$ cat config.mk
export PLATFORM = sky130hd
export DESIGN_NAME = one_wire_temperature_reader_unit_flat
export DESIGN_NICKNAME = d
export VERILOG_FILES = /design/src/rtl/core/owtr_pkg.sv /design/src/rtl/core/owtr_chan_if.sv /design/src/rtl/core/owtr_cfg.sv /design/src/rtl/core/owtr_seq.sv /design/src/rtl/core/one_wire_temperature_reader_unit.sv /design/src/flat_wrapper.sv
export VERILOG_INCLUDE_DIRS = /design/src /design/src/rtl/core
export SDC_FILE = /design/constraint.sdc
export NUM_CORES = 1
export LEC_CHECK = 0
export BUFFER_PORTS_ARGS = -buffer_cell sky130_fd_sc_hd__buf_4
export CORE_MARGIN = 3
export CORE_UTILIZATION = 45
export CTS_BUF_LIST = sky130_fd_sc_hd__clkbuf_2
export DETAILED_ROUTE_END_ITERATION = 8
export GPL_TIMING_DRIVEN = 0
export PLACE_DENSITY = 0.73
export SETUP_SLACK_MARGIN = 0.3
export SLEW_MARGIN = 40
export SYNTH_ARGS = -nofsm -noshare
export SYNTH_HDL_FRONTEND = slang
export SYNTH_SLANG_ARGS = --single-unit
$ cat constraint.sdc
create_clock -name clk -period 10.81 [get_ports clk]
set_input_delay 1.6215 -clock clk [delete_from_list [all_inputs] [get_ports clk]]
set_output_delay 1.6215 -clock clk [all_outputs]
set_load 0.02 [all_outputs]
$ cat src/rtl/core/one_wire_temperature_reader_unit_defines.svh
// Assertion macros used by the single-wire reader sequencer.
// Every macro samples on clk and is disabled while rst_n is low.
`ifndef ONE_WIRE_TEMPERATURE_READER_UNIT_DEFINES_SVH
`define ONE_WIRE_TEMPERATURE_READER_UNIT_DEFINES_SVH

// Consequent must hold in the same cycle as the antecedent.
`define OWTR_ASSERT_SAME(lbl, ante, cons, msg) \
    lbl: assert property (@(posedge clk) disable iff (!rst_n) (ante) |-> (cons)) \
        else $error(msg);

// Consequent must hold in the cycle after the antecedent.
`define OWTR_ASSERT_NEXT(lbl, ante, cons, msg) \
    lbl: assert property (@(posedge clk) disable iff (!rst_n) (ante) |=> (cons)) \
        else $error(msg);

`endif

$ cat src/rtl/core/owtr_pkg.sv
`timescale 1ns / 1ps
// ----------------------------------------------------------------------------
// owtr_pkg
// Types, step codes, bus commands and decode helpers for the single-wire
// temperature reader.
// ----------------------------------------------------------------------------
package owtr_pkg;

    // Width of the longest timing register
    localparam int CFG_TIME_W = 20;

    // Register indexes on the configuration port
    localparam logic [2:0] REG_RESET_LOW      = 3'd0;
    localparam logic [2:0] REG_PRESENCE_SAMPLE = 3'd1;
    localparam logic [2:0] REG_RESET_TAIL     = 3'd2;
    localparam logic [2:0] REG_SLOT_START     = 3'd3;
    localparam logic [2:0] REG_SLOT_BODY      = 3'd4;
    localparam logic [2:0] REG_CONV_WAIT      = 3'd5;
    localparam logic [2:0] REG_ABSENT_HOLD    = 3'd6;

    // Bus commands
    localparam logic [7:0] CMD_SKIP_ROM = 8'hCC;
    localparam logic [7:0] CMD_CONVERT  = 8'h44;
    localparam logic [7:0] CMD_READ_PAD = 8'hBE;

    // Last bit position within a byte
    localparam logic [2:0] LAST_BIT = 3'd7;

    // Sequence step codes
    typedef logic [4:0] step_t;
    localparam step_t ST_IDLE          = 5'd0;
    localparam step_t ST_RLOW_A        = 5'd1;
    localparam step_t ST_RWAIT_A       = 5'd2;
    localparam step_t ST_RTAIL_A       = 5'd3;
    localparam step_t ST_RLOW_B        = 5'd4;
    localparam step_t ST_RWAIT_B       = 5'd5;
    localparam step_t ST_RTAIL_B       = 5'd6;
    localparam step_t ST_WSTART_SKIP_B = 5'd7;
    localparam step_t ST_WBODY_SKIP_B  = 5'd8;
    localparam step_t ST_WSTART_CONV   = 5'd9;
    localparam step_t ST_WBODY_CONV    = 5'd10;
    localparam step_t ST_CONV_WAIT     = 5'd11;
    localparam step_t ST_RLOW_C        = 5'd12;
    localparam step_t ST_RWAIT_C       = 5'd13;
    localparam step_t ST_RTAIL_C       = 5'd14;
    localparam step_t ST_WSTART_SKIP_C = 5'd15;
    localparam step_t ST_WBODY_SKIP_C  = 5'd16;
    localparam step_t ST_WSTART_READ   = 5'd17;
    localparam step_t ST_WBODY_READ    = 5'd18;
    localparam step_t ST_RSTART_LO     = 5'd19;
    localparam step_t ST_RBODY_LO      = 5'd20;
    localparam step_t ST_RSTART_HI     = 5'd21;
    localparam step_t ST_RBODY_HI      = 5'd22;
    localparam step_t ST_HOLD          = 5'd23;

    // Class of a step: decides its duration and line behavior
    typedef enum logic [3:0] {
        K_NONE,
        K_RLOW,
        K_RWAIT,
        K_RTAIL,
        K_WSTART,
        K_WBODY,
        K_CONV,
        K_RSTART,
        K_RBODY,
        K_HOLD
    } kind_t;

    // Timing registers as seen by the sequencer
    typedef struct packed {
        logic [9:0]            reset_low_time;
        logic [7:0]            presence_sample_time;
        logic [9:0]            reset_tail_time;
        logic [3:0]            slot_start_time;
        logic [7:0]            slot_body_time;
        logic [CFG_TIME_W-1:0] conversion_wait_time;
        logic [CFG_TIME_W-1:0] absent_hold_time;
    } cfg_t;

    // One result beat
    typedef struct packed {
        logic               drive_low;
        logic               busy_res;
        logic               done_res;
        logic               device_absent;
        logic signed [15:0] temperature;
    } res_t;

    function automatic kind_t kind_of(input step_t s);
        kind_t k;
        unique case (s) inside
            ST_RLOW_A, ST_RLOW_B, ST_RLOW_C:                         k = K_RLOW;
            ST_RWAIT_A, ST_RWAIT_B, ST_RWAIT_C:                      k = K_RWAIT;
            ST_RTAIL_A, ST_RTAIL_B, ST_RTAIL_C:                      k = K_RTAIL;
            ST_WSTART_SKIP_B, ST_WSTART_CONV,
            ST_WSTART_SKIP_C, ST_WSTART_READ:                        k = K_WSTART;
            ST_WBODY_SKIP_B, ST_WBODY_CONV,
            ST_WBODY_SKIP_C, ST_WBODY_READ:                          k = K_WBODY;
            ST_CONV_WAIT:                                            k = K_CONV;
            ST_RSTART_LO, ST_RSTART_HI:                              k = K_RSTART;
            ST_RBODY_LO, ST_RBODY_HI:                                k = K_RBODY;
            ST_HOLD:                                                 k = K_HOLD;
            default:                                                 k = K_NONE;
        endcase
        return k;
    endfunction

    function automatic logic [7:0] command_of(input step_t s);
        logic [7:0] c;
        if (s == ST_WSTART_CONV)
        begin
            c = CMD_CONVERT;
        end
        else if (s == ST_WSTART_READ)
        begin
            c = CMD_READ_PAD;
        end
        else
        begin
            c = CMD_SKIP_ROM;
        end
        return c;
    endfunction

endpackage

$ cat src/rtl/core/owtr_chan_if.sv
`timescale 1ns / 1ps
// ----------------------------------------------------------------------------
// owtr_chan_if
// Valid/ready channels of the reader: tick beats in, result beats out.
// ----------------------------------------------------------------------------
interface owtr_tick_if;
    logic valid;
    logic ready;
    logic start_req;
    logic line_level;

    modport source (output valid, output start_req, output line_level, input ready);
    modport sink   (input valid, input start_req, input line_level, output ready);
endinterface

interface owtr_res_if;
    logic               valid;
    logic               ready;
    logic               drive_low;
    logic               busy_res;
    logic               done_res;
    logic               device_absent;
    logic signed [15:0] temperature;

    modport source (output valid, output drive_low, output busy_res, output done_res,
                    output device_absent, output temperature, input ready);
    modport sink   (input valid, input drive_low, input busy_res, input done_res,
                    input device_absent, input temperature, output ready);
endinterface

$ cat src/rtl/core/owtr_cfg.sv
`timescale 1ns / 1ps
// ----------------------------------------------------------------------------
// owtr_cfg
// APB-style register file holding the bus timing values.
// ----------------------------------------------------------------------------
module owtr_cfg
    import owtr_pkg::*;
(
    input  logic        clk,
    input  logic        rst_n,
    input  logic        psel,
    input  logic        penable,
    input  logic        pwrite,
    input  logic [4:0]  paddr,
    input  logic [31:0] pwdata,
    output logic [31:0] prdata,
    output logic        pready,
    output cfg_t        cfg
);

    logic [9:0]            reset_low_reg;
    logic [7:0]            presence_sample_reg;
    logic [9:0]            reset_tail_reg;
    logic [3:0]            slot_start_reg;
    logic [7:0]            slot_body_reg;
    logic [CFG_TIME_W-1:0] conv_wait_reg;
    logic [CFG_TIME_W-1:0] absent_hold_reg;
    logic                  wr_en;
    logic [2:0]            reg_idx;

    assign pready  = 1'b1;
    assign wr_en   = psel & penable & pwrite;
    assign reg_idx = paddr[4:2];

    // Write the addressed register; unknown indexes are dropped
    always_ff @(posedge clk or negedge rst_n)
    begin
        if (!rst_n)
        begin
            reset_low_reg       <= 10'd480;
            presence_sample_reg <= 8'd60;
            reset_tail_reg      <= 10'd420;
            slot_start_reg      <= 4'd2;
            slot_body_reg       <= 8'd60;
            conv_wait_reg       <= 20'd750000;
            absent_hold_reg     <= 20'd500000;
        end
        else if (wr_en)
        begin
            unique case (reg_idx)
                REG_RESET_LOW:       reset_low_reg       <= pwdata[9:0];
                REG_PRESENCE_SAMPLE: presence_sample_reg <= pwdata[7:0];
                REG_RESET_TAIL:      reset_tail_reg      <= pwdata[9:0];
                REG_SLOT_START:      slot_start_reg      <= pwdata[3:0];
                REG_SLOT_BODY:       slot_body_reg       <= pwdata[7:0];
                REG_CONV_WAIT:       conv_wait_reg       <= pwdata[CFG_TIME_W-1:0];
                REG_ABSENT_HOLD:     absent_hold_reg     <= pwdata[CFG_TIME_W-1:0];
                default:             ;
            endcase
        end
    end

    // Read back the addressed register
    always_comb
    begin
        unique case (reg_idx)
            REG_RESET_LOW:       prdata = {22'd0, reset_low_reg};
            REG_PRESENCE_SAMPLE: prdata = {24'd0, presence_sample_reg};
            REG_RESET_TAIL:      prdata = {22'd0, reset_tail_reg};
            REG_SLOT_START:      prdata = {28'd0, slot_start_reg};
            REG_SLOT_BODY:       prdata = {24'd0, slot_body_reg};
            REG_CONV_WAIT:       prdata = {12'd0, conv_wait_reg};
            REG_ABSENT_HOLD:     prdata = {12'd0, absent_hold_reg};
            default:             prdata = 32'd0;
        endcase
    end

    assign cfg.reset_low_time       = reset_low_reg;
    assign cfg.presence_sample_time = presence_sample_reg;
    assign cfg.reset_tail_time      = reset_tail_reg;
    assign cfg.slot_start_time      = slot_start_reg;
    assign cfg.slot_body_time       = slot_body_reg;
    assign cfg.conversion_wait_time = conv_wait_reg;
    assign cfg.absent_hold_time     = absent_hold_reg;

endmodule

$ cat src/rtl/core/owtr_seq.sv
`timescale 1ns / 1ps
// ----------------------------------------------------------------------------
// owtr_seq
// Bus sequencer: step, tick timer, bit counter and shift byte, advanced by
// one tick per accepted tick beat. Emits the result of that tick.
// ----------------------------------------------------------------------------
`include "one_wire_temperature_reader_unit_defines.svh"

module owtr_seq
    import owtr_pkg::*;
#(
    parameter int TIMER_BITS = 20
)
(
    input  logic clk,
    input  logic rst_n,
    input  cfg_t cfg,
    input  logic advance,
    input  logic start_req,
    input  logic line_level,
    output res_t res
);

    // Duration compare width: holds the timer plus one and the capped duration
    localparam int DurW = (TIMER_BITS > CFG_TIME_W ? TIMER_BITS : CFG_TIME_W) + 1;

    step_t                 step_reg,   step_next;
    logic [TIMER_BITS-1:0] timer_reg,  timer_next;
    logic [2:0]            bit_reg,    bit_next;
    logic [7:0]            shift_reg,  shift_next;
    logic [7:0]            low_reg,    low_next;
    logic [15:0]           result_reg, result_next;
    logic                  absent_reg, absent_next;

    step_t                 step_eff;
    logic [TIMER_BITS-1:0] timer_eff;
    kind_t                 kind_eff;
    logic [CFG_TIME_W-1:0] dur_raw;
    logic [DurW-1:0]       dur;
    logic                  last;
    logic                  drive;
    logic                  done;
    logic                  go;
    step_t                 go_step;
    kind_t                 go_kind;

    // Leave idle on a start; unused codes fall back to idle
    always_comb
    begin
        step_eff  = step_reg;
        timer_eff = timer_reg;
        kind_eff  = kind_of(step_reg);
        if (kind_eff == K_NONE)
        begin
            step_eff = ST_IDLE;
            if (start_req)
            begin
                step_eff  = ST_RLOW_A;
                timer_eff = '0;
                kind_eff  = K_RLOW;
            end
        end
    end

    // Pick the step duration: zero counts as one tick, cap at the timer range
    always_comb
    begin
        case (kind_eff)
            K_RLOW:           dur_raw = CFG_TIME_W'(cfg.reset_low_time);
            K_RWAIT:          dur_raw = CFG_TIME_W'(cfg.presence_sample_time);
            K_RTAIL:          dur_raw = CFG_TIME_W'(cfg.reset_tail_time);
            K_WSTART,
            K_RSTART:         dur_raw = CFG_TIME_W'(cfg.slot_start_time);
            K_WBODY,
            K_RBODY:          dur_raw = CFG_TIME_W'(cfg.slot_body_time);
            K_CONV:           dur_raw = cfg.conversion_wait_time;
            K_HOLD:           dur_raw = cfg.absent_hold_time;
            default:          dur_raw = CFG_TIME_W'(1);
        endcase
        dur = DurW'(dur_raw);
        if (dur == '0)
        begin
            dur = DurW'(1);
        end
        if (dur > (DurW'(1) << TIMER_BITS))
        begin
            dur = DurW'(1) << TIMER_BITS;
        end
        last = (DurW'(timer_eff) + DurW'(1)) >= dur;
    end

    // Work out one tick of the sequence
    always_comb
    begin
        step_next   = step_eff;
        timer_next  = timer_eff;
        bit_next    = bit_reg;
        shift_next  = shift_reg;
        low_next    = low_reg;
        result_next = result_reg;
        absent_next = absent_reg;
        drive       = 1'b0;
        done        = 1'b0;
        go          = 1'b0;
        go_step     = ST_IDLE;

        if (kind_eff != K_NONE)
        begin
            // Line behavior of this tick
            case (kind_eff)
                K_RLOW,
                K_WSTART,
                K_RSTART:
                begin
                    drive = 1'b1;
                end
                K_RWAIT:
                begin
                    if (last && step_eff == ST_RWAIT_A)
                    begin
                        absent_next = line_level;
                    end
                end
                K_WBODY:
                begin
                    drive = ~shift_reg[0];
                end
                K_RBODY:
                begin
                    if (timer_eff == '0)
                    begin
                        shift_next = {line_level, shift_reg[7:1]};
                    end
                end
                default:
                begin
                end
            endcase

            // Advance timer or step
            if (!last)
            begin
                timer_next = timer_eff + {{(TIMER_BITS-1){1'b0}}, 1'b1};
            end
            else if (kind_eff == K_WBODY || kind_eff == K_RBODY)
            begin
                if (bit_reg != LAST_BIT)
                begin
                    bit_next   = bit_reg + 3'd1;
                    step_next  = step_eff - 5'd1;
                    timer_next = '0;
                    if (kind_eff == K_WBODY)
                    begin
                        shift_next = shift_next >> 1;
                    end
                end
                else
                begin
                    bit_next = '0;
                    go       = 1'b1;
                    if (step_eff == ST_RBODY_LO)
                    begin
                        low_next = shift_next;
                        go_step  = ST_RSTART_HI;
                    end
                    else if (step_eff == ST_RBODY_HI)
                    begin
                        result_next = {shift_next, low_reg};
                        done        = 1'b1;
                        go_step     = ST_IDLE;
                    end
                    else
                    begin
                        go_step = step_eff + 5'd1;
                    end
                end
            end
            else if (step_eff == ST_RTAIL_A)
            begin
                go = 1'b1;
                if (absent_reg)
                begin
                    go_step = (cfg.absent_hold_time != '0) ? ST_HOLD : ST_IDLE;
                end
                else
                begin
                    go_step = ST_RLOW_B;
                end
            end
            else if (step_eff == ST_HOLD)
            begin
                go      = 1'b1;
                go_step = ST_IDLE;
            end
            else
            begin
                go      = 1'b1;
                go_step = step_eff + 5'd1;
            end
        end

        // Enter a new step: clear the timer, load the command or clear the byte
        go_kind = kind_of(go_step);
        if (go)
        begin
            step_next  = go_step;
            timer_next = '0;
            if (go_kind == K_WSTART)
            begin
                shift_next = command_of(go_step);
            end
            else if (go_kind == K_RSTART)
            begin
                shift_next = '0;
            end
        end
    end

    // Commit one tick per accepted beat
    always_ff @(posedge clk or negedge rst_n)
    begin
        if (!rst_n)
        begin
            step_reg   <= ST_IDLE;
            timer_reg  <= '0;
            bit_reg    <= '0;
            shift_reg  <= '0;
            low_reg    <= '0;
            result_reg <= '0;
            absent_reg <= 1'b0;
        end
        else if (advance)
        begin
            step_reg   <= step_next;
            timer_reg  <= timer_next;
            bit_reg    <= bit_next;
            shift_reg  <= shift_next;
            low_reg    <= low_next;
            result_reg <= result_next;
            absent_reg <= absent_next;
        end
    end

    assign res.drive_low     = drive;
    assign res.busy_res      = (kind_eff != K_NONE);
    assign res.done_res      = done;
    assign res.device_absent = absent_next;
    assign res.temperature   = result_next;

    `OWTR_ASSERT_SAME(a_done_in_high_byte, res.done_res,
        (step_reg == ST_RBODY_HI) && (bit_reg == LAST_BIT),
        "done raised outside the last bit of the high byte")
    `OWTR_ASSERT_NEXT(a_hold_without_beat, !advance,
        $stable(step_reg) && $stable(timer_reg) && $stable(result_reg),
        "sequencer state moved without a tick beat")
    `OWTR_ASSERT_NEXT(a_idle_stays_idle, advance && (step_reg == ST_IDLE) && !start_req,
        step_reg == ST_IDLE,
        "sequencer left idle without a start request")
    `OWTR_ASSERT_SAME(a_bit_count_in_slot, bit_reg != '0,
        (kind_of(step_reg) == K_WSTART) || (kind_of(step_reg) == K_WBODY) ||
        (kind_of(step_reg) == K_RSTART) || (kind_of(step_reg) == K_RBODY),
        "bit counter nonzero outside a bit slot")

endmodule

$ cat src/rtl/core/one_wire_temperature_reader_unit.sv
`timescale 1ns / 1ps
// ----------------------------------------------------------------------------
// one_wire_temperature_reader_unit
// Single-wire bus master that runs a temperature conversion and reads back
// the signed result, one microsecond tick beat at a time.
// ----------------------------------------------------------------------------
// Usage:
//   tick_in carries one beat per bus tick: start_req asks for a measurement
//   (ignored while busy), line_level is the sampled bus level of that tick.
//   res_out returns exactly one beat per tick beat: drive_low for the bus
//   driver, busy_res, done_res on the tick the second byte is read,
//   device_absent and the last temperature in sixteenths of a degree.
//   A tick accepted at a clock edge has its result in the output register after
//   that edge. Throughput is one tick per cycle while res_out is not stalled;
//   the sequencer state and the output register are each one register deep.
//   When res_out is stalled with a result held, tick_in.ready drops until
//   the result is taken; nothing is lost and state does not move.
//   Reset leaves the sequencer idle, the output register empty and the
//   timing registers at their default values. Program timing through the
//   APB port only while no sequence runs.
// ----------------------------------------------------------------------------
module one_wire_temperature_reader_unit
    import owtr_pkg::*;
#(
    parameter int TIMER_BITS = 20
)
(
    input  logic              clk,
    input  logic              rst_n,
    owtr_tick_if.sink         tick_in,
    owtr_res_if.source        res_out,
    input  logic              psel,
    input  logic              penable,
    input  logic              pwrite,
    input  logic [4:0]        paddr,
    input  logic [31:0]       pwdata,
    output logic [31:0]       prdata,
    output logic              pready
);

    cfg_t cfg;
    res_t res_comb;
    res_t res_reg;
    logic out_valid_reg;
    logic advance;

    owtr_cfg u_cfg (
        .clk     (clk),
        .rst_n   (rst_n),
        .psel    (psel),
        .penable (penable),
        .pwrite  (pwrite),
        .paddr   (paddr),
        .pwdata  (pwdata),
        .prdata  (prdata),
        .pready  (pready),
        .cfg     (cfg)
    );

    // Take a tick whenever the output slot is free or being drained
    assign tick_in.ready = !out_valid_reg || res_out.ready;
    assign advance       = tick_in.valid && tick_in.ready;

    owtr_seq #(
        .TIMER_BITS (TIMER_BITS)
    ) u_seq (
        .clk        (clk),
        .rst_n      (rst_n),
        .cfg        (cfg),
        .advance    (advance),
        .start_req  (tick_in.start_req),
        .line_level (tick_in.line_level),
        .res        (res_comb)
    );

    // Hold the result beat until taken
    always_ff @(posedge clk or negedge rst_n)
    begin
        if (!rst_n)
        begin
            out_valid_reg <= 1'b0;
        end
        else if (advance)
        begin
            out_valid_reg <= 1'b1;
        end
        else if (res_out.ready)
        begin
            out_valid_reg <= 1'b0;
        end
    end

    always_ff @(posedge clk)
    begin
        if (advance)
        begin
            res_reg <= res_comb;
        end
    end

    assign res_out.valid         = out_valid_reg;
    assign res_out.drive_low     = res_reg.drive_low;
    assign res_out.busy_res      = res_reg.busy_res;
    assign res_out.done_res      = res_reg.done_res;
    assign res_out.device_absent = res_reg.device_absent;
    assign res_out.temperature   = res_reg.temperature;

endmodule
$ cat src/flat_wrapper.sv
// flat-port wrapper written by rule: the top's interface ports become plain ports
module one_wire_temperature_reader_unit_flat import owtr_pkg::*;
#(
    parameter int TIMER_BITS = 20
)
  (clk, rst_n, psel, penable, pwrite, paddr, pwdata, prdata, pready, tick_in_valid, tick_in_start_req, tick_in_line_level, tick_in_ready, res_out_valid, res_out_drive_low, res_out_busy_res, res_out_done_res, res_out_device_absent, res_out_temperature, res_out_ready);
  owtr_tick_if tick_in_i ();
  owtr_res_if res_out_i ();
  input  logic clk;
  input  logic rst_n;
  input  logic psel;
  input  logic penable;
  input  logic pwrite;
  input  logic [4:0] paddr;
  input  logic [31:0] pwdata;
  output logic [31:0] prdata;
  output logic pready;
  input wire logic [$bits(tick_in_i.valid)-1:0] tick_in_valid;
  input wire logic [$bits(tick_in_i.start_req)-1:0] tick_in_start_req;
  input wire logic [$bits(tick_in_i.line_level)-1:0] tick_in_line_level;
  output wire logic [$bits(tick_in_i.ready)-1:0] tick_in_ready;
  output wire logic [$bits(res_out_i.valid)-1:0] res_out_valid;
  output wire logic [$bits(res_out_i.drive_low)-1:0] res_out_drive_low;
  output wire logic [$bits(res_out_i.busy_res)-1:0] res_out_busy_res;
  output wire logic [$bits(res_out_i.done_res)-1:0] res_out_done_res;
  output wire logic [$bits(res_out_i.device_absent)-1:0] res_out_device_absent;
  output wire logic [$bits(res_out_i.temperature)-1:0] res_out_temperature;
  input wire logic [$bits(res_out_i.ready)-1:0] res_out_ready;
  assign tick_in_i.valid = tick_in_valid;
  assign tick_in_i.start_req = tick_in_start_req;
  assign tick_in_i.line_level = tick_in_line_level;
  assign tick_in_ready = tick_in_i.ready;
  assign res_out_valid = res_out_i.valid;
  assign res_out_drive_low = res_out_i.drive_low;
  assign res_out_busy_res = res_out_i.busy_res;
  assign res_out_done_res = res_out_i.done_res;
  assign res_out_device_absent = res_out_i.device_absent;
  assign res_out_temperature = res_out_i.temperature;
  assign res_out_i.ready = res_out_ready;
  one_wire_temperature_reader_unit #(.TIMER_BITS(TIMER_BITS)) u_core (.clk(clk), .rst_n(rst_n), .tick_in(tick_in_i), .res_out(res_out_i), .psel(psel), .penable(penable), .pwrite(pwrite), .paddr(paddr), .pwdata(pwdata), .prdata(prdata), .pready(pready));
endmodule
==> out/metrics.yaml <==
final_layout:
  fin_util_pct: 52.5
  drive_gt1_share_pct: 28.1
  fillers: 1893
  area_growth_pct: 13.6
  nets: 1096
  final_common_cell: "dfrtp_1"
  mostFrequentLayoutCells: "108 x dfrtp_1, 104 x mux2_2, 87 x buf_4, 80 x nor2_1, 58 x a21oi_1"
critical_path:
  regToRegSetupSlack_ps: 4340
  critPathRequiredTime_ps: 11460
  path_class: "input pin to flip-flop"
  rr_worst_depth: 24
  start_kind: "input pin"
  crit_path_frequent_cell: "a21oi_1"
  critPathCaptureType: "flip-flop"
  slowest_delay_ps: 590
  path_cells: "buf_4 -> and3_1 -> a21oi_1 -> clkbuf_1 -> nand2_1 -> inv_1 -> ha_1 -> nand4_1 -> or2_2 -> clkbuf_1 -> or3_1 -> a21oi_1 -> ha_1 -> nand3_1 -> nor2_1 -> a21oi_1 -> o21ai_0 -> o21ai_1 -> or4_1 -> buf_2 -> a211oi_2 -> a211oi_1"
  path_buf_inv: 5
  critPathSlowestCell: "or4_1"
  r2r-start: "u_core.u_seq.step_reg[2]"
  cp_top_family: "simple AND/OR/NAND/NOR gates"
  arrival_ps: 7210
  path_max_fanout: 10
  timing.rr.end: "u_core.u_seq.shift_reg[5]"
global_route:
  grt_use_total_pct: 22.0
  grt_pass1_wl_um: 39600
  overflow: 0
  grt_pass1_vias: 7550
  antenna_found_initial: 1
  grt_max_degree: 77
synthesis:
  synth_ff_type: "dfrtp_1"
  synth_edf_count: 20
  synth_seq_cells: 162
  synth_cells: 914
  ys_types: 70
  avgSynthCellArea_um2: 10.3
  syn_area_um2: 9440
  async_reset_ff_share_pct: 87.7
  ys_warn_count: 0
  ys_seq_area_share_pct: 44.4
outcome:
  outcome: "completed"
sta:
  period_share_pct: 60.6
  setup_viol: 0
  worst_slew_pin_slew_ps: 858
  final.setup.tns_ps: 0
  drv_slew: 0
  slew_headroom_pct: 42.5
  layout_min_cycle_time_ps: 6550
  fmax_ghz: 0.153
  rsz0062_at_grt: "no"
  hold_viol: 0
  fin_skew_ps: 46.4
pwr:
  p_leak_nw: 4.58
  power_w: 0.00210
  power_density_nw_per_um2: 196
  vdd_drop_max_uv: 101
worst_hold_path:
  min_from: "u_core.u_seq.low_reg[5]"
  hold_end: "u_core.u_seq.result_reg[5]"
  hold_path_class: "flip-flop to flip-flop"
  min_delay_path_depth: 1
cts:
  clk-insertion-delay-late_ps: 770
  cts-htree-levels: 4
  cts_buffer_depth: 2
  cts-buffers-inserted: 17
  cts_tree: "done"
  root_buffer: "clkbuf_2"
  cts.sinks: 162
  clk_pin_slew_ps: 270
  post_cts_resized: 0
  post-cts-setup-buffers: 0
  cts_hold_buf: 0
drt:
  first_pass_iters: 8
  wl_per_cell_um: 18.8
  num_vias: 7769
  ant_nets: 0
  via_per_inst: 5.94
  drc: 0
  totalWireLength_um: 24600
  drt_iter0_markers: 717
placement:
  hpwlAfterDp_um: 17800
  gp_congestion: 0.915
  io_buffers: 73
floorplan:
  die_area_um2: 22800
  initial_core_util_pct: 46.2
  fp-row-count: 52
  die_w_um: 151
  die_h_um: 151
  coreArea_um2: 20400
  io-pin-count: 101
flow_run:
  cap_viol_max_count: 0
## stage by stage
stage	area [um^2]	cells	setup slack [ps]	hold slack, ps
floorplan	9480	925	4880	470
global placement	10400	1268	3510	485
detailed placement	10500	1273	3500	493
CTS	10700	1305	4330	540
global route	10700	1306	3780	555
finish	10700	1307	4260	529
## routing by layer
metal | GRT usage [%] | routed length [um] | part of all wire [%]
met1 | 30.0 | 10600 | 43
met2 | 34.7 | 11600 | 47
met3 | 5.21 | 1890 | 7.7
met4 | 7.71 | 583 | 2.4
met5 | 0 | 0 | 0
## cell type report
type	instances	area [um^2]	share of cell area, %
multi-input combinational	680	4940	46.1
sequential	162	4200	39.1
buffer	69	320	2.99
clock buffer	19	95.1	0.886
antenna	2	5.00	0.0466
inverter	14	52.6	0.490
tap	270	338	3.15
timing repair buffer	78	631	5.88
clock inverter	13	150	1.40
## cell families after synthesis
family | Yosys count | share of synthesized area, %
multiplexers | 136 | 16.6
flip-flops | 162 | 44.4
buffers and inverters | 83 | 3.94
XOR/XNOR | 12 | 1.11
other | 2 | 0.0795
AO/OA/AOI/OAI | 227 | 16.4
AND/OR/NAND/NOR | 264 | 13.8
adder cells (fa/ha/maj) | 28 | 3.71
## report_power, final
group / total [W] / internal (W) / switching (W)
Clock: 0.000346 / 0.000113 / 0.000233
Sequential: 0.000816 / 0.000733 / 0.0000824
Combinational: 0.000940 / 0.000361 / 0.000578
## cells in the mapped netlist (5+ instances only)
cell      number  area share [%]
ha_1          28             3.7
buf_2          8            0.42
buf_4         13             1.0
inv_1         14            0.56
nor2_1        82             3.3
dfstp_2       34             9.5
a221oi_1       8            0.74
nor3_1        13            0.69
dfrtp_1      108              29
o211ai_1       7            0.56
mux2i_1       26             2.8
nand2_1       54             2.1
a222oi_1      10             1.1
nor3b_1        5            0.40
and2_1         6            0.40
a21oi_1       58             3.1
nand3_1       30             1.6
a31oi_1        5            0.33
mux2_2       104              12
o31ai_1        7            0.56
and3_1         8            0.53
nand4_1        7            0.46
nor4_1        11            0.73
a22o_1        10            0.93
o21a_1         8            0.64
a22oi_1       29             2.3
nor2b_1       18             1.2
xnor2_1        7            0.65
xor2_1         5            0.46
a211oi_1      10            0.80
buf_1          8            0.32
or3_1          5            0.33
mux4_2         6             1.4
nand2b_1       8            0.53
clkbuf_1      39             1.6
edfxtp_1      20             6.4
o21ai_0       38             2.0
## worst max path at each step
| stage | from | slack (ps) | cells after the start | end |
|---|---|---|---|---|
| global placement | tick_in_start_req | 3510 | 22 | u_core.u_seq.shift_reg[5] |
| detailed placement | tick_in_start_req | 3500 | 22 | u_core.u_seq.shift_reg[5] |
| global route | u_core.u_seq.step_reg[0] | 3780 | 23 | u_core.u_seq.shift_reg[1] |
| CTS | tick_in_start_req | 4330 | 22 | u_core.u_seq.shift_reg[5] |
| floorplan | tick_in_start_req | 4880 | 19 | u_core.u_seq.shift_reg[5] |
| finish | tick_in_start_req | 4260 | 22 | u_core.u_seq.shift_reg[5] |
(Power assumes the default switching activity.)
